`config.mk`:
```
export PLATFORM = sky130hd
export DESIGN_NAME = text_range_line_parser_with_smoothing_core
export DESIGN_NICKNAME = d
export VERILOG_FILES = /design/src/hw/rtl/tlps_pkg.sv /design/src/hw/rtl/tlps_fifo.sv /design/src/hw/rtl/tlps_front.sv /design/src/hw/rtl/tlps_back.sv /design/src/hw/rtl/text_range_line_parser_with_smoothing_core.sv
export SDC_FILE = /design/constraint.sdc
export NUM_CORES = 1
export LEC_CHECK = 0
export BUFFER_PORTS_ARGS = -buffer_cell sky130_fd_sc_hd__buf_2
export CAP_MARGIN = 20
export CORE_MARGIN = 8
export CORE_UTILIZATION = 60
export CTS_BUF_LIST = sky130_fd_sc_hd__clkbuf_8
export CTS_CLUSTER_SIZE = 10
export DETAILED_ROUTE_END_ITERATION = 8
export GPL_TIMING_DRIVEN = 1
export PLACE_DENSITY = 0.86
export SLEW_MARGIN = 20
export SYNTH_ARGS = -nofsm -noshare
export SYNTH_HDL_FRONTEND = slang
export SYNTH_SLANG_ARGS = --single-unit
```
`constraint.sdc`:
```
create_clock -name clk -period 11.4 [get_ports clk]
set_clock_uncertainty 0.05 [all_clocks]
set_input_delay 3.42 -clock clk [delete_from_list [all_inputs] [get_ports clk]]
set_output_delay 3.42 -clock clk [all_outputs]
set_load 0.02 [all_outputs]
```
`src/hw/rtl/tlps_pkg.sv`:
```
// Package for the text range line parser: command and result types,
// character codes and field widths. No dependencies.
package tlps_pkg;

  localparam int NUM_W  = 17;
  localparam int SM_W   = 24;
  localparam int DIST_W = 16;
  localparam int OFF_W  = 11;
  localparam int WGT_W  = 9;

  localparam logic [NUM_W-1:0] NUM_SAT    = 17'd131071;
  localparam logic [WGT_W-1:0] WGT_FULL   = 9'd256;
  localparam logic [WGT_W-1:0] WGT_RESET  = 9'd77;
  localparam logic [DIST_W-1:0] DIST_MAX  = 16'hFFFF;

  // Configuration register indexes
  localparam logic REG_OFFSET = 1'b0;
  localparam logic REG_WEIGHT = 1'b1;

  // Characters
  localparam logic [7:0] CH_CR    = 8'h0D;
  localparam logic [7:0] CH_LF    = 8'h0A;
  localparam logic [7:0] CH_TAB   = 8'h09;
  localparam logic [7:0] CH_VT    = 8'h0B;
  localparam logic [7:0] CH_FF    = 8'h0C;
  localparam logic [7:0] CH_SPACE = 8'h20;
  localparam logic [7:0] CH_PLUS  = 8'h2B;
  localparam logic [7:0] CH_MINUS = 8'h2D;
  localparam logic [7:0] CH_0     = 8'h30;
  localparam logic [7:0] CH_9     = 8'h39;
  localparam logic [7:0] CH_UO    = 8'h4F;  // 'O'
  localparam logic [7:0] CH_UN    = 8'h4E;  // 'N'
  localparam logic [7:0] CH_UF    = 8'h46;  // 'F'
  localparam logic [7:0] CH_UR    = 8'h52;  // 'R'
  localparam logic [7:0] CH_LA    = 8'h61;  // 'a'
  localparam logic [7:0] CH_LN    = 8'h6E;  // 'n'
  localparam logic [7:0] CH_LG    = 8'h67;  // 'g'
  localparam logic [7:0] CH_LE    = 8'h65;  // 'e'

  typedef enum logic [1:0] {
    KIND_ON    = 2'd0,
    KIND_OFF   = 2'd1,
    KIND_RANGE = 2'd2
  } line_kind_t;

  // Recognized line handed from the parser to the update stage
  typedef struct packed {
    line_kind_t       kind;
    logic [NUM_W-1:0] num;
    logic             neg;
  } cmd_t;

  // Finished result; distance is carried as the Q16.8 average
  typedef struct packed {
    line_kind_t      kind;
    logic            present;
    logic            zero;
    logic [SM_W-1:0] sm;
  } res_t;

endpackage

```
`src/hw/rtl/tlps_fifo.sv`:
```
// Small register queue used between the parser, the update stage and the
// result port. No dependencies.
module tlps_fifo #(
  parameter int WIDTH = 8,
  parameter int DEPTH = 2
) (
  input  logic             clk,
  input  logic             rst,
  input  logic             push,
  input  logic [WIDTH-1:0] wdata,
  output logic             full,
  input  logic             pop,
  output logic [WIDTH-1:0] rdata,
  output logic             empty
);
  localparam int PTR_W = (DEPTH > 1) ? $clog2(DEPTH) : 1;
  localparam int CNT_W = $clog2(DEPTH + 1);

  logic [WIDTH-1:0] mem [DEPTH];
  logic [PTR_W-1:0] wr_ptr;
  logic [PTR_W-1:0] rd_ptr;
  logic [CNT_W-1:0] count;
  logic             do_push;
  logic             do_pop;

  assign full    = (count == CNT_W'(DEPTH));
  assign empty   = (count == '0);
  assign do_push = push && !full;
  assign do_pop  = pop && !empty;
  assign rdata   = mem[rd_ptr];

  always_ff @(posedge clk) begin
    if (do_push) begin
      mem[wr_ptr] <= wdata;
    end
  end

  always_ff @(posedge clk) begin
    if (rst) begin
      wr_ptr <= '0;
      rd_ptr <= '0;
      count  <= '0;
    end else begin
      if (do_push) begin
        wr_ptr <= (wr_ptr == PTR_W'(DEPTH - 1)) ? '0 : wr_ptr + 1'b1;
      end
      if (do_pop) begin
        rd_ptr <= (rd_ptr == PTR_W'(DEPTH - 1)) ? '0 : rd_ptr + 1'b1;
      end
      if (do_push && !do_pop) begin
        count <= count + 1'b1;
      end else if (do_pop && !do_push) begin
        count <= count - 1'b1;
      end
    end
  end

endmodule

```
`src/hw/rtl/tlps_front.sv`:
```
// Line parser: matches ON, OFF and "Range <number>" one byte at a time and
// issues one command per recognized line. Depends on tlps_pkg.
module tlps_front #(
  parameter int LINE_MAX = 64
) (
  input  logic           clk,
  input  logic           rst,
  input  logic           byte_valid,
  input  logic [7:0]     rx_byte,
  output logic           cmd_valid,
  output tlps_pkg::cmd_t cmd
);
  import tlps_pkg::*;

  localparam int LEN_W = $clog2(LINE_MAX + 1);

  typedef enum logic [3:0] {
    PH_START, PH_O, PH_ON, PH_OF, PH_OFF, PH_R, PH_RA, PH_RAN, PH_RANG,
    PH_RANGE, PH_SPACE, PH_SIGN, PH_DIGITS, PH_DONE, PH_REJECT
  } phase_t;

  phase_t           phase, phase_next;
  logic [LEN_W-1:0] line_len;
  logic [NUM_W-1:0] num, num_next;
  logic             neg, neg_next;
  logic             is_cr, is_lf, is_blank, is_digit;
  logic [20:0]      num_x10;
  logic [NUM_W-1:0] num_dig;
  logic             overlong;
  logic             known;
  line_kind_t       kind;

  assign is_cr    = (rx_byte == CH_CR);
  assign is_lf    = (rx_byte == CH_LF);
  assign is_blank = (rx_byte == CH_SPACE) || (rx_byte == CH_TAB) ||
                    (rx_byte == CH_VT) || (rx_byte == CH_FF);
  assign is_digit = (rx_byte >= CH_0) && (rx_byte <= CH_9);

  // num*10 + digit, saturated
  assign num_x10 = {num, 3'b000} + {2'b00, num, 1'b0} + {17'd0, rx_byte[3:0]};
  assign num_dig = (num_x10 > {4'd0, NUM_SAT}) ? NUM_SAT : num_x10[NUM_W-1:0];

  always_comb begin
    phase_next = PH_REJECT;
    num_next   = num;
    neg_next   = neg;
    case (phase)
      PH_START: phase_next = (rx_byte == CH_UO) ? PH_O :
                             (rx_byte == CH_UR) ? PH_R : PH_REJECT;
      PH_O:     phase_next = (rx_byte == CH_UN) ? PH_ON :
                             (rx_byte == CH_UF) ? PH_OF : PH_REJECT;
      PH_OF:    phase_next = (rx_byte == CH_UF) ? PH_OFF : PH_REJECT;
      PH_R:     phase_next = (rx_byte == CH_LA) ? PH_RA : PH_REJECT;
      PH_RA:    phase_next = (rx_byte == CH_LN) ? PH_RAN : PH_REJECT;
      PH_RAN:   phase_next = (rx_byte == CH_LG) ? PH_RANG : PH_REJECT;
      PH_RANG:  phase_next = (rx_byte == CH_LE) ? PH_RANGE : PH_REJECT;
      PH_RANGE: phase_next = (rx_byte == CH_SPACE) ? PH_SPACE : PH_REJECT;
      PH_SPACE: begin
        if (is_blank) begin
          phase_next = PH_SPACE;
        end else if (rx_byte == CH_MINUS) begin
          neg_next   = 1'b1;
          phase_next = PH_SIGN;
        end else if (rx_byte == CH_PLUS) begin
          phase_next = PH_SIGN;
        end else if (is_digit) begin
          num_next   = num_dig;
          phase_next = PH_DIGITS;
        end else begin
          phase_next = PH_DONE;
        end
      end
      PH_SIGN, PH_DIGITS: begin
        if (is_digit) begin
          num_next   = num_dig;
          phase_next = PH_DIGITS;
        end else begin
          phase_next = PH_DONE;
        end
      end
      PH_DONE:  phase_next = PH_DONE;
      default:  phase_next = PH_REJECT;
    endcase
  end

  always_comb begin
    known = 1'b1;
    kind  = KIND_RANGE;
    case (phase)
      PH_ON:  kind = KIND_ON;
      PH_OFF: kind = KIND_OFF;
      PH_SPACE, PH_SIGN, PH_DIGITS, PH_DONE: kind = KIND_RANGE;
      default: known = 1'b0;
    endcase
  end

  assign overlong  = (line_len >= LEN_W'(LINE_MAX));
  assign cmd_valid = byte_valid && is_lf && !overlong && known;
  assign cmd.kind  = kind;
  assign cmd.num   = num;
  assign cmd.neg   = neg;

  always_ff @(posedge clk) begin
    if (rst) begin
      phase    <= PH_START;
      line_len <= '0;
      num      <= '0;
      neg      <= 1'b0;
    end else if (byte_valid && !is_cr) begin
      if (is_lf) begin
        phase    <= PH_START;
        line_len <= '0;
        num      <= '0;
        neg      <= 1'b0;
      end else begin
        if (!overlong) begin
          line_len <= line_len + 1'b1;
        end
        phase <= phase_next;
        num   <= num_next;
        neg   <= neg_next;
      end
    end
  end

endmodule

```
`src/hw/rtl/tlps_back.sv`:
```
// Update stage: applies offset and clamp, then updates the Q16.8 average
// and presence, producing one result per command. Depends on tlps_pkg.
module tlps_back (
  input  logic                       clk,
  input  logic                       rst,
  input  logic signed [10:0]         offset,
  input  logic [8:0]                 weight,
  input  logic                       cmd_empty,
  input  tlps_pkg::cmd_t             cmd,
  output logic                       cmd_pop,
  input  logic                       res_full,
  output logic                       res_push,
  output tlps_pkg::res_t             res
);
  import tlps_pkg::*;

  // Stage A: clamped sample
  logic              a_valid;
  line_kind_t        a_kind;
  logic [DIST_W-1:0] a_val;
  logic              a_load;
  logic              fire;

  logic signed [18:0] raw;
  logic signed [18:0] adj;
  logic [DIST_W-1:0]  clamped;

  // Stage B: state
  logic [SM_W-1:0]   sm, sm_next;
  logic              started;
  logic              present, present_next;
  logic [SM_W-1:0]   shown_sm, shown_sm_next;
  logic              shown_zero, shown_zero_next;

  logic [WGT_W-1:0]   w_eff;
  logic signed [25:0] diff;
  logic signed [35:0] prod;
  logic signed [27:0] step;
  logic [SM_W-1:0]    seed;

  assign fire    = a_valid && !res_full;
  assign a_load  = !cmd_empty && (!a_valid || fire);
  assign cmd_pop = a_load;

  assign raw = cmd.neg ? -$signed({2'b00, cmd.num}) : $signed({2'b00, cmd.num});
  assign adj = raw + 19'(offset);
  always_comb begin
    if (adj < 0) begin
      clamped = '0;
    end else if (adj > 19'sd65535) begin
      clamped = DIST_MAX;
    end else begin
      clamped = adj[DIST_W-1:0];
    end
  end

  always_ff @(posedge clk) begin
    if (a_load) begin
      a_kind <= cmd.kind;
      a_val  <= clamped;
    end
  end

  always_ff @(posedge clk) begin
    if (rst) begin
      a_valid <= 1'b0;
    end else if (a_load) begin
      a_valid <= 1'b1;
    end else if (fire) begin
      a_valid <= 1'b0;
    end
  end

  // avg + ((w*(a*256 - avg) + 128) >>> 8), same as the weighted sum form
  assign w_eff = (weight > WGT_FULL) ? WGT_FULL : weight;
  assign seed  = {a_val, 8'h00};
  assign diff  = $signed({2'b00, seed}) - $signed({2'b00, sm});
  assign prod  = $signed({1'b0, w_eff}) * diff;
  assign step  = 28'((prod + 36'sd128) >>> 8);

  always_comb begin
    sm_next         = sm;
    present_next    = present;
    shown_sm_next   = shown_sm;
    shown_zero_next = shown_zero;
    case (a_kind)
      KIND_ON: begin
        present_next = 1'b1;
      end
      KIND_OFF: begin
        present_next    = 1'b0;
        shown_zero_next = 1'b1;
      end
      KIND_RANGE: begin
        sm_next         = started ? SM_W'($signed({4'b0000, sm}) + step) : seed;
        shown_sm_next   = sm_next;
        shown_zero_next = 1'b0;
      end
      default: begin
        present_next = present;
      end
    endcase
  end

  always_ff @(posedge clk) begin
    if (rst) begin
      sm         <= '0;
      started    <= 1'b0;
      present    <= 1'b0;
      shown_sm   <= '0;
      shown_zero <= 1'b1;
    end else if (fire) begin
      sm         <= sm_next;
      present    <= present_next;
      shown_sm   <= shown_sm_next;
      shown_zero <= shown_zero_next;
      if (a_kind == KIND_RANGE) begin
        started <= 1'b1;
      end
    end
  end

  assign res_push    = fire;
  assign res.kind    = a_kind;
  assign res.present = present_next;
  assign res.zero    = shown_zero_next;
  assign res.sm      = shown_sm_next;

endmodule

```
`src/hw/rtl/text_range_line_parser_with_smoothing_core.sv`:
```
// Top level of the text range line parser with smoothing.
// Depends on tlps_pkg, tlps_fifo, tlps_front and tlps_back.
//
//   Channel   Handshake            Payload
//   --------  -------------------  --------------------------------------
//   bytes in  push / full          rx_byte[7:0]
//   results   pop / empty          line_kind[1:0], person_present,
//                                  distance_cm[15:0]
//   config    cfg_we (no wait)     cfg_index, cfg_data[10:0]
//
// One byte is taken every cycle while full is low. A line recognized at its
// LF passes through the command queue, the clamp stage and the result queue
// before reaching the result ports; the averaging step and its multiplier
// run as the result is written into the result queue.
// rst is synchronous and clears parser, average, presence and queues; the
// offset returns to 0 and the weight to 77. full rises only when the
// command queue backs up behind a stalled result port; the parser never
// stalls on its own.
module text_range_line_parser_with_smoothing_core #(
  parameter int LINE_MAX = 64
) (
  input  logic        clk,
  input  logic        rst,
  // byte input
  input  logic        push,
  output logic        full,
  input  logic [7:0]  rx_byte,
  // results
  output logic        empty,
  input  logic        pop,
  output logic [1:0]  line_kind,
  output logic        person_present,
  output logic [15:0] distance_cm,
  // configuration
  input  logic        cfg_we,
  input  logic        cfg_index,
  input  logic [10:0] cfg_data
);
  import tlps_pkg::*;

  localparam int CMD_DEPTH = 2;
  localparam int RES_DEPTH = 2;

  // Configuration registers
  logic signed [OFF_W-1:0] distance_offset_cm;
  logic [WGT_W-1:0]        smoothing_weight;

  always_ff @(posedge clk) begin
    if (rst) begin
      distance_offset_cm <= '0;
      smoothing_weight   <= WGT_RESET;
    end else if (cfg_we) begin
      case (cfg_index)
        REG_OFFSET: distance_offset_cm <= cfg_data;
        REG_WEIGHT: smoothing_weight   <= cfg_data[WGT_W-1:0];
        default:    smoothing_weight   <= smoothing_weight;
      endcase
    end
  end

  // Front: parse the byte stream; take a byte whenever the command queue
  // has room
  logic  byte_take;
  logic  cmd_valid;
  cmd_t  cmd_in;
  cmd_t  cmd_head;
  logic  cmd_full;
  logic  cmd_empty;
  logic  cmd_pop;

  assign full      = cmd_full;
  assign byte_take = push && !cmd_full;

  tlps_front #(
    .LINE_MAX(LINE_MAX)
  ) u_front (
    .clk       (clk),
    .rst       (rst),
    .byte_valid(byte_take),
    .rx_byte   (rx_byte),
    .cmd_valid (cmd_valid),
    .cmd       (cmd_in)
  );

  // Hold recognized lines until the update stage takes them
  tlps_fifo #(
    .WIDTH($bits(cmd_t)),
    .DEPTH(CMD_DEPTH)
  ) u_cmd_q (
    .clk  (clk),
    .rst  (rst),
    .push (cmd_valid),
    .wdata(cmd_in),
    .full (cmd_full),
    .pop  (cmd_pop),
    .rdata(cmd_head),
    .empty(cmd_empty)
  );

  // Back: clamp, average, presence
  logic res_push;
  logic res_full;
  res_t res_in;
  res_t res_head;

  tlps_back u_back (
    .clk      (clk),
    .rst      (rst),
    .offset   (distance_offset_cm),
    .weight   (smoothing_weight),
    .cmd_empty(cmd_empty),
    .cmd      (cmd_head),
    .cmd_pop  (cmd_pop),
    .res_full (res_full),
    .res_push (res_push),
    .res      (res_in)
  );

  // Result queue parts the update stage from the consumer
  tlps_fifo #(
    .WIDTH($bits(res_t)),
    .DEPTH(RES_DEPTH)
  ) u_res_q (
    .clk  (clk),
    .rst  (rst),
    .push (res_push),
    .wdata(res_in),
    .full (res_full),
    .pop  (pop),
    .rdata(res_head),
    .empty(empty)
  );

  // Round the Q16.8 average to centimetres; saturate at the top
  logic [SM_W:0] rounded;

  assign rounded        = {1'b0, res_head.sm} + (SM_W + 1)'(128);
  assign line_kind      = res_head.kind;
  assign person_present = res_head.present;
  assign distance_cm    = res_head.zero     ? '0 :
                          rounded[SM_W]     ? DIST_MAX :
                          rounded[SM_W-1:8];

endmodule
```
Word level (Yosys, flattened, before mapping)

Memories as Yosys holds them, arrays and structs flattened. A register that Yosys moved wholly into a read port is not among the register bits.
Cells that the tools add are included.

$add $sub $neg: 17
$mul: 1
Div/mod/pow operators: 0
Magnitude comparators: 7
Eq/ne operators: 38
Shift-type cells: 0
Muxes and demuxes: 58
Bitwise gates (word level): 1
Reduce and logical (&&, ||, !) cells: 49

Operator list:

| operator                                                                       | count |
|---|---|
| 17-bit 2-to-1 mux                                                              | 6 |
| 8-bit by 7-bit equality test with 1-bit output (second input constant)         | 8 |
| 16-bit 2-to-1 mux                                                              | 3 |
| 24-bit 2-to-1 mux                                                              | 2 |
| 4-bit 2-to-1 mux                                                               | 11 |
| 4-bit one-hot mux with 11 select lines                                         | 1 |
| 8-bit by 4-bit equality test with 1-bit output (second input constant)         | 5 |
| 17-bit one-hot mux with 2 select lines                                         | 1 |
| 32-bit by 9-bit adder with 32-bit output (second input constant)               | 1 |
| 10-bit by 25-bit multiplier with 32-bit output                                 | 1 |
| 24-bit by 8-bit adder with 25-bit output (second input constant)               | 1 |
| 24-bit by 24-bit subtractor with 25-bit output                                 | 1 |
| 24-bit adder                                                                   | 1 |
| 4-bit equality test (second input constant)                                    | 6 |
| 8-bit by 6-bit equality test with 1-bit output (second input constant)         | 3 |
| 20-bit by 18-bit adder with 21-bit output                                      | 1 |
| 21-bit by 4-bit adder with 21-bit output                                       | 1 |
| 21-bit by 17-bit > comparator with 1-bit output (second input constant)        | 1 |
| 1-bit 2-to-1 mux                                                               | 20 |
| 19-bit by 11-bit adder with 19-bit output                                      | 1 |
| 19-bit by 17-bit > comparator with 1-bit output (second input constant)        | 1 |
| 19-bit by 1-bit less-than comparator with 1-bit output (second input constant) | 1 |
| 19-bit 2-to-1 mux                                                              | 1 |
| 17-bit negator with 19-bit output                                              | 1 |
| 34 further kinds                                                               | 92 |

Bits in registers: 127
Bits in latches: 0
Bits in writable memories: 96
Bits in read-only memories: 0
Input bits: 25
Output and inout bits: 21
Memories kept: 2

Memory list:

| name        | depth | bits a word | rd ports | clocked after memory_dff | wr ports | line            | text |
|---|---|---|---|---|---|---|---|
| u_res_q.mem | 2     | 28          | 1        | 1                        | 1        | tlps_fifo.sv:19 | `logic [WIDTH-1:0] mem [DEPTH];` |
| u_cmd_q.mem | 2     | 20          | 1        | 1                        | 1        | tlps_fifo.sv:19 |  |

Longest topological paths before layout

Gate-level depths: netlist of run 1.

Depth after elaboration: 11
Mapped depth: 38
Gate-level depth less buffers: 38

Cells and area by module

Synthesis of run 1 repeated with hierarchy kept, for this count alone.

Cells, all modules: 2,358
Area, all modules: 21,345.5 um2

Modules (own cells, without submodules):

| module                                     | times used | cells an instance | area an instance (um2) | sequential area each (um2) |
|---|---|---|---|---|
| tlps_back                                  | 1          | 1,624             | 13,417.9               | 1,581.5 |
| tlps_front                                 | 1          | 385               | 2,935.3                | 580.6 |
| tlps_fifo at u_res_q                       | 1          | 112               | 2,234.6                | 1,781.7 |
| tlps_fifo at u_cmd_q                       | 1          | 87                | 1,654.1                | 1,301.2 |
| text_range_line_parser_with_smoothing_core | 1          | 150               | 1,103.6                | 400.4 |

Worst setup path after synthesis of run 1

No wires, ideal clock.

Kind: flip-flop to flip-flop
From: register u_back.sm[0]
To: memory u_res_q.mem[0][23] (netlist bit) (data pin)
Library setup time: 0.276 ns
Data arrival time: 8.857 ns
Data required time: 11.074 ns
Slack: 2.217 ns
Cell stages (with the launch flop): 39
Buffers on the path: 1
Clock period less this slack: 9.183 ns
Cell sequence: dfxtp_1 clkbuf_1 inv_1 ha_1 nor4b_2 a2111oi_4 o21ai_2 a21o_1 a21o_1 xor2_1 nand2_1 fa_1 fa_1 inv_1 fa_1 fa_1 inv_1 fa_1 [... 3 more ...] nand2_1 a221o_1 a31o_2 a221oi_1 o21bai_1 a21o_1 a21o_1 a21oi_1 xnor2_1 ha_1 a21o_1 a21o_1 a21oi_1 a21oi_1 o211a_1 or3_1 a31oi_1 a21oi_1

RTL lines:

| element                | line             | text |
|---|---|---|
| start, declared        | tlps_back.sv:29  | `logic [SM_W-1:0] sm, sm_next;` |
| start signal, assigned | tlps_back.sv:113 | `sm <= sm_next;` |
| end, declared          | tlps_fifo.sv:19  |  |

==> impl_metrics.env, run 1 <==
export IMPL_slew_violations=0
export IMPL_remaining_drc_errors=0
export IMPL_post_place_cells=2710
export IMPL_postCtsResizedCells=0
export IMPL_status="finished clean"
export IMPL_synth_seq_area_share_pct=24.99
export IMPL_rsz0062_at_grt="false"
export IMPL_grt_antenna_before_repair=1
export IMPL_reg2reg_depth=35
export IMPL_timing_critical_path_required_ns=11.58
export IMPL_period_share_pct=88.32
export IMPL_globalplace_congestion=0.9339
export IMPL_global_route_wire_length_before_repair_um=81120
export IMPL_max_slew_margin_pct=31.74
export IMPL_worstPathMaxFanout=10
export IMPL_postRouteWirelength_um=48810
export IMPL_clock_sinks=204
export IMPL_launch_instance_of_the_worst_register_to_register_path="u_back.sm[0]$_SDFFE_PP0P_"
export IMPL_worstSetupStartpointType="flop"
export IMPL_setup_ws_ns=1.331
export IMPL_detailedRoute_firstIterationViolations=1050
export IMPL_die_height_um=200.2
export IMPL_worst_r2r_setup_slack_ns=1.33
export IMPL_fillCellCount=2660
export IMPL_post_synth_inst_count=2285
export IMPL_clock_tree_htree_level_count=2
export IMPL_cts_inserted_buffers=34
export IMPL_synthesis_yosys_warnings=0
export IMPL_antenna_left=0
export IMPL_floorplan_initialDensity_pct=60.83
export IMPL_synth_main_ff_cell="sky130_fd_sc_hd__dfxtp_1"
export IMPL_hold_endpoint="distance_offset_cm[3]$_SDFFE_PP0P_"
export IMPL_die_width_um=200.2
export IMPL_timing_hold_worst_class="reg -> reg"
export IMPL_share_of_layout_cells_above_drive_strength_1_pct=5.981
export IMPL_finalWorstPathRequiredPeriod_ns=10.07
export IMPL_grt_overflow=0
export IMPL_worst_endpoint_arrival_ns=10.25
export IMPL_detailroute_via_count=16400
export IMPL_avgRoutedWirePerCell_um=17.61
export IMPL_timing_worst_slew_pin_value_ns=0.9981
export IMPL_final_seq_area_um2=5085
export IMPL_postSynthAreaPerCell_um2=8.905
export IMPL_cts_path_max_buffers=3
export IMPL_netlist_area_um2=20350
export IMPL_fmax_mhz=99.31
export IMPL_synth_area_in_xor_xnor_pct=5.983
export IMPL_detailedPlace_worstSlack_ns=1.506
export IMPL_hold_violations=0
export IMPL_clkSlewWorstSetupHoldPaths_ns=0.06
export IMPL_post_route_setup_tns_ns=0
export IMPL_track_usage_pct=24.00
export IMPL_ctsHoldBuffers=0
export IMPL_postSynthNetCount=2680
export IMPL_dp_hpwl_um=38340
export IMPL_stdcell_count=2772
export IMPL_critPathKind="reg -> reg"
export IMPL_path_common_cell="sky130_fd_sc_hd__fa_1"
export IMPL_post_layout_nets=2693
export IMPL_clock_tree_root_cell="sky130_fd_sc_hd__clkbuf_8"
export IMPL_timing_hold_worst_start="distance_offset_cm[3]$_SDFFE_PP0P_"
export IMPL_viasPerCell=5.916
export IMPL_maxCapViolations=0
export IMPL_yosys_mux_area_fraction_pct=2.195
export IMPL_worst_path_largest_cell_delay_ns=0.86
export IMPL_num_rows=67
export IMPL_floorplan_io_pins=46
export IMPL_synth_enable_flop_cells=100
export IMPL_synth_ff_latch_count=204
export IMPL_placement_io_buffers=45
export IMPL_adder_and_majority_cell_fraction_of_the_synthesized_area_pct=29.28
export IMPL_vias_in_the_first_global_route=17030
export IMPL_fp_coreArea_um2=33450
export IMPL_dominant_combinational_cell_family_by_area_after_synthesis="adder cells"
export IMPL_antennaDiodeCount=0
export IMPL_critical_path_slowest_cell="sky130_fd_sc_hd__a2111oi_0"
export IMPL_post_cts_setup_buffers=0
export IMPL_clkLatencyLatePin_ns=0.52
export IMPL_cts_tree="done"
export IMPL_design_die_area_um2=40060
export IMPL_timing_critical_path_to_type="flop"
export IMPL_multi_input_area_um2=13930
export IMPL_synth_simple_gate_area_share_pct=15.91
export IMPL_first_pass_iters=5
export IMPL_synth_compound_gate_area_share_pct=15.04
export IMPL_crit_reg2reg_capture="u_res_q.mem[1][23]$_DFFE_PP_"
export IMPL_synthDistinctLibCells=74
export IMPL_asyncSetResetFlopFracSynth_pct=0
export IMPL_area_delta_synth_final_pct=6.469
export IMPL_hold_critical_path_depth=2
export IMPL_maximum_number_of_pins_on_one_net_before_global_route_repair=89
export IMPL_setup_viol=0
stage by stage:
stage               utilization, %  instance area (um^2)  hold slack [ns]
floorplan                        -                 20350           0.3764
global placement             62.59                 20930           0.3935
detailed placement           62.59                 20930           0.4036
CTS                          64.75                 21660           0.4160
global route                 64.77                 21660           0.4321
finish                       64.77                 21660           0.4143
critical path: cells and delay by family (launching register included):
family,cells,cell delay [ns]
fa+ha+maj,8,3.40
compound gates,12,2.90
simple gates,9,1.91
xor+xnor,2,0.76
flops,1,0.42
buf+inv,4,0.32
metal layers:
metal	track usage, %	part of all wire (%)
met1	28.34	39
met2	42.44	50
met3	3.324	5.5
met4	11.76	4.9
met5	0	0.027
worst max path at each step:
| stage | end | cells past startpoint | start | slack (ns) |
|---|---|---|---|---|
| after floorplan | u_res_q.mem[0][23]$_DFFE_PP_ | 38 | u_back.sm[0]$_SDFFE_PP0P_ | 2.22 |
| after global placement | u_res_q.mem[0][23]$_DFFE_PP_ | 35 | u_back.sm[0]$_SDFFE_PP0P_ | 1.77 |
| after detailed placement | u_res_q.mem[1][23]$_DFFE_PP_ | 35 | u_back.sm[0]$_SDFFE_PP0P_ | 1.51 |
| after CTS | u_res_q.mem[1][23]$_DFFE_PP_ | 35 | u_back.sm[0]$_SDFFE_PP0P_ | 1.47 |
| after global routing | u_res_q.mem[0][23]$_DFFE_PP_ | 35 | u_back.sm[0]$_SDFFE_PP0P_ | 0.83 |
| final | u_res_q.mem[1][23]$_DFFE_PP_ | 35 | u_back.sm[0]$_SDFFE_PP0P_ | 1.33 |
cells in the mapped netlist (all sizes together) (5+ instances only):
master / n / area [um^2]
a2111oi: 5 / 62.56
nand2b: 31 / 193.9
nand3: 25 / 125.1
nand4: 9 / 56.30
nor3: 39 / 195.2
ha: 193 / 2415
nand3b: 12 / 90.09
nor4: 6 / 37.54
buf: 6 / 27.52
clkbuf: 78 / 294.0
nor2b: 40 / 250.2
fa: 177 / 3543
nor2: 199 / 747.0
o32a: 6 / 60.06
o21ai: 75 / 379.1
o21a: 65 / 488.0
a311oi: 6 / 58.80
o32ai: 5 / 43.79
and2: 32 / 200.2
a21boi: 14 / 108.9
mux2i: 30 / 300.3
o21bai: 5 / 37.54
inv: 272 / 1021
mux2: 13 / 146.4
and3: 13 / 81.33
a211oi: 15 / 112.6
a22oi: 5 / 37.54
dfxtp: 104 / 2082
or3: 21 / 131.4
a21oi: 164 / 820.8
a31oi: 12 / 75.07
nor3b: 5 / 37.54
xnor2: 85 / 744.5
a21o: 36 / 270.3
xor2: 54 / 473.0
nand2: 257 / 964.7
a32oi: 8 / 70.07
edfxtp: 100 / 3003
layout make-up:
type | instances | area share, %
multi-input combinational | 1725 | 64.29
sequential | 204 | 23.47
inverter | 272 | 4.713
clock buffer | 43 | 2.732
tap | 448 | 2.588
timing repair buffer | 61 | 1.594
clock inverter | 19 | 0.6064
registers in the layout (all words and copies together) (netlist names), 2 cells and up, named ones only:
signal and count:
u_front.line_len 7, u_back.sm 24, u_front.num 17, u_front.phase 4, u_back.shown_sm 17, u_res_q.mem 42, smoothing_weight 9, u_back.a_kind 2
u_res_q.count 2, u_back.a_val 16, distance_offset_cm 11, u_cmd_q.mem 40, u_cmd_q.count 2
layout by cell type, fill, tap and decap left out, drive strengths merged, types with 8 or more instances in the layout:
cell / synthesis / layout
a211oi: 15 / 15
a21boi: 14 / 14
a21o: 36 / 36
a21oi: 164 / 164
a31oi: 12 / 12
a32oi: 8 / 8
and2: 32 / 32
and3: 13 / 13
buf: 6 / 61
clkbuf: 78 / 43
dfxtp: 104 / 104
edfxtp: 100 / 100
fa: 177 / 177
ha: 193 / 193
inv: 272 / 282
mux2: 13 / 13
mux2i: 30 / 30
nand2: 257 / 257
nand2b: 31 / 31
nand3: 25 / 25
nand3b: 12 / 12
nand4: 9 / 9
nor2: 199 / 199
nor2b: 40 / 40
nor3: 39 / 39
o21a: 65 / 65
o21ai: 75 / 75
or3: 21 / 21
xnor2: 85 / 85
xor2: 54 / 54
cell families (layout without fill, tap and decap cells):
| group | count (synthesis) | in the layout |
|---|---|---|
| flops | 204 | 204 |
| mux | 43 | 43 |
| buf+inv | 356 | 395 |
| fa+ha+maj | 370 | 370 |
| simple gates | 704 | 704 |
| xor+xnor | 139 | 139 |
| compound gates | 469 | 469 |
Power of run 1 is left out: the tool's default activity adds up to more than one toggle a clock period on the data nets, which glitch-free logic cannot reach.
==> run 2: changes to the inputs <==
--- a/config.mk
+++ b/config.mk
@@ -7,13 +7,15 @@
 export LEC_CHECK = 0
 export BUFFER_PORTS_ARGS = -buffer_cell sky130_fd_sc_hd__buf_2
 export CAP_MARGIN = 20
+export CELL_PAD_IN_SITES_DETAIL_PLACEMENT = 1
+export CELL_PAD_IN_SITES_GLOBAL_PLACEMENT = 1
 export CORE_MARGIN = 8
-export CORE_UTILIZATION = 60
+export CORE_UTILIZATION = 51
 export CTS_BUF_LIST = sky130_fd_sc_hd__clkbuf_8
 export CTS_CLUSTER_SIZE = 10
 export DETAILED_ROUTE_END_ITERATION = 8
 export GPL_TIMING_DRIVEN = 1
-export PLACE_DENSITY = 0.86
+export PLACE_DENSITY = 0.92
 export SLEW_MARGIN = 20
 export SYNTH_ARGS = -nofsm -noshare
 export SYNTH_HDL_FRONTEND = slang
==> run 2 against run 1 <==
Die area grew 16%. Count of clock-buffer cells in the layout down 1. Final area up 0.62%. Critical path depth down 2. Via count grew 8.4%. Core utilization decreased by 9.7 points. Worst hold slack about the same. Largest cell class unchanged. Highest routed layer unchanged.
==> impl_metrics.env, run 2 (synthesis gave the netlist of run 1 again) <==
export IMPL_post_route_setup_tns_ns=0
export IMPL_detailroute_via_count=17780
export IMPL_crit_reg2reg_capture="u_res_q.mem[1][23]$_DFFE_PP_"
export IMPL_fillCellCount=4626
export IMPL_timing_critical_path_to_type="flop"
export IMPL_antenna_left=0
export IMPL_reg2reg_depth=33
export IMPL_path_common_cell="sky130_fd_sc_hd__fa_1"
export IMPL_postRouteWirelength_um=68490
export IMPL_clkSlewWorstSetupHoldPaths_ns=0.07
export IMPL_track_usage_pct=28.83
export IMPL_clock_tree_htree_level_count=2
export IMPL_postCtsResizedCells=0
export IMPL_layout_top_registers="u_res_q.mem (42), u_cmd_q.mem (40), u_back.sm (24)"
export IMPL_setup_viol=0
export IMPL_slew_violations=0
export IMPL_grt_overflow=0
export IMPL_timing_worst_slew_pin_value_ns=1.224
export IMPL_clock_sinks=204
export IMPL_global_route_wire_length_before_repair_um=108900
export IMPL_vias_in_the_first_global_route=20120
export IMPL_cts_tree="done"
export IMPL_largest_register_ff_count=42
export IMPL_worst_endpoint_arrival_ns=10.97
export IMPL_groute_layer_met2_usage_pct=52.77
export IMPL_post_cts_setup_buffers=0
export IMPL_rsz0062_at_grt="false"
export IMPL_antennaDiodeCount=0
export IMPL_max_slew_margin_pct=18.27
export IMPL_cts_path_max_buffers=3
export IMPL_fmax_mhz=92.89
export IMPL_clkLatencyLatePin_ns=0.56
export IMPL_worst_path_largest_cell_delay_ns=0.64
export IMPL_fp_coreArea_um2=39550
export IMPL_remaining_drc_errors=0
export IMPL_avgRoutedWirePerCell_um=23.97
export IMPL_area_delta_synth_final_pct=7.127
export IMPL_critPathKind="reg -> reg"
export IMPL_worst_r2r_setup_slack_ns=0.63
export IMPL_stdcell_count=2858
export IMPL_timing_hold_worst_class="reg -> reg"
export IMPL_hold_endpoint="smoothing_weight[8]$_SDFFE_PP0P_"
export IMPL_timing_hold_worst_start="smoothing_weight[8]$_SDFFE_PP0P_"
export IMPL_largest_register="u_res_q.mem"
export IMPL_design_die_area_um2=46540
export IMPL_cts_inserted_buffers=35
export IMPL_worstPathMaxFanout=9
export IMPL_finalWorstPathRequiredPeriod_ns=10.77
export IMPL_detailedRoute_firstIterationViolations=1477
export IMPL_die_height_um=215.7
export IMPL_worstSetupStartpointType="flop"
export IMPL_layout_cells_most_common="sky130_fd_sc_hd__inv_1"
export IMPL_critical_path_slowest_cell="sky130_fd_sc_hd__xnor2_1"
export IMPL_dp_hpwl_um=48980
export IMPL_grt_antenna_before_repair=1
export IMPL_busiest_layer="met2"
export IMPL_num_rows=73
export IMPL_grt_util_met3_pct=5.203
export IMPL_grt_met1_usage_pct=30.25
export IMPL_status="finished clean"
export IMPL_period_share_pct=94.44
export IMPL_share_of_layout_cells_above_drive_strength_1_pct=6.344
export IMPL_floorplan_io_pins=46
export IMPL_clock_tree_root_cell="sky130_fd_sc_hd__clkbuf_8"
export IMPL_die_width_um=215.7
export IMPL_floorplan_initialDensity_pct=51.45
export IMPL_ctsHoldBuffers=0
export IMPL_post_place_cells=2795
export IMPL_commonest_cells_after_routing_fill_and_taps_aside="sky130_fd_sc_hd__inv_1 (283), sky130_fd_sc_hd__nand2_1 (257), sky130_fd_sc_hd__nor2_1 (199)"
export IMPL_globalplace_congestion=0.9144
export IMPL_launch_instance_of_the_worst_register_to_register_path="u_back.a_val[0]$_SDFFCE_PN0P_"
export IMPL_placement_io_buffers=45
export IMPL_maximum_number_of_pins_on_one_net_before_global_route_repair=89
export IMPL_post_layout_nets=2703
export IMPL_hold_critical_path_depth=2
export IMPL_timing_critical_path_required_ns=11.60
export IMPL_first_pass_iters=5
export IMPL_viasPerCell=6.221
export IMPL_hold_violations=0
export IMPL_maxCapViolations=0
[run 2: cell type report]
type	count	area (um^2)	share of cell area, %
Clock buffer	42	578.1	2.652
Clock inverter	20	112.6	0.5166
Inverter	272	1021	4.684
Multi-Input combinational cell	1725	13930	63.92
Sequential cell	204	5085	23.33
Tap cell	525	656.9	3.014
Timing Repair Buffer	70	410.4	1.883
[run 2: worst max-delay path by stage]
| stage | end | start | depth (start not counted) |
|---|---|---|---|
| final | u_res_q.mem[1][23]$_DFFE_PP_ | u_back.a_val[0]$_SDFFCE_PN0P_ | 33 |
| after global routing | u_res_q.mem[1][23]$_DFFE_PP_ | u_back.sm[0]$_SDFFE_PP0P_ | 36 |
| after CTS | u_res_q.mem[1][23]$_DFFE_PP_ | u_back.sm[0]$_SDFFE_PP0P_ | 35 |
| after detailed placement | u_res_q.mem[0][23]$_DFFE_PP_ | u_back.sm[0]$_SDFFE_PP0P_ | 35 |
| after global placement | u_res_q.mem[0][23]$_DFFE_PP_ | u_back.sm[0]$_SDFFE_PP0P_ | 35 |
| after floorplan | u_res_q.mem[0][23]$_DFFE_PP_ | u_back.sm[0]$_SDFFE_PP0P_ | 38 |
[run 2: routing by layer]
| layer | share of wire [%] | wire length [um] | vias to the layer above |
|---|---|---|---|
| li1 | - | - | 7747 |
| met1 | 36 | 24540 | 8828 |
| met2 | 52 | 35300 | 825 |
| met3 | 5.7 | 3890 | 379 |
| met4 | 6.9 | 4748 | 2 |
| met5 | 0.020 | 14 | - |
[run 2: stage by stage]
stage / utilization (%) / worst slack [ns] / hold WS, ns / area [um^2]
2_1_floorplan: - / 2.217 / 0.3764 / 20350
3_5_place_dp: 53.33 / 0.9414 / 0.4055 / 21090
4_1_cts: 55.08 / 0.4805 / 0.4162 / 21780
5_1_grt: 55.11 / 0.1427 / 0.4304 / 21800
6_report: 55.11 / 0.6343 / 0.4146 / 21800
3_3_place_gp: 53.33 / 1.595 / 0.3927 / 21090
[run 2: worst max-delay path: cells and delay by family, from the launching register on]
family,cells,cell delay (ns)
AO/OA/AOI/OAI,13,2.99
XOR/XNOR,2,1.14
adder cells (fa/ha/maj),8,3.91
buffers and inverters,3,0.17
flip-flops,1,0.42
AND/OR/NAND/NOR,7,1.80
Power of run 2 is left out for the same reason.
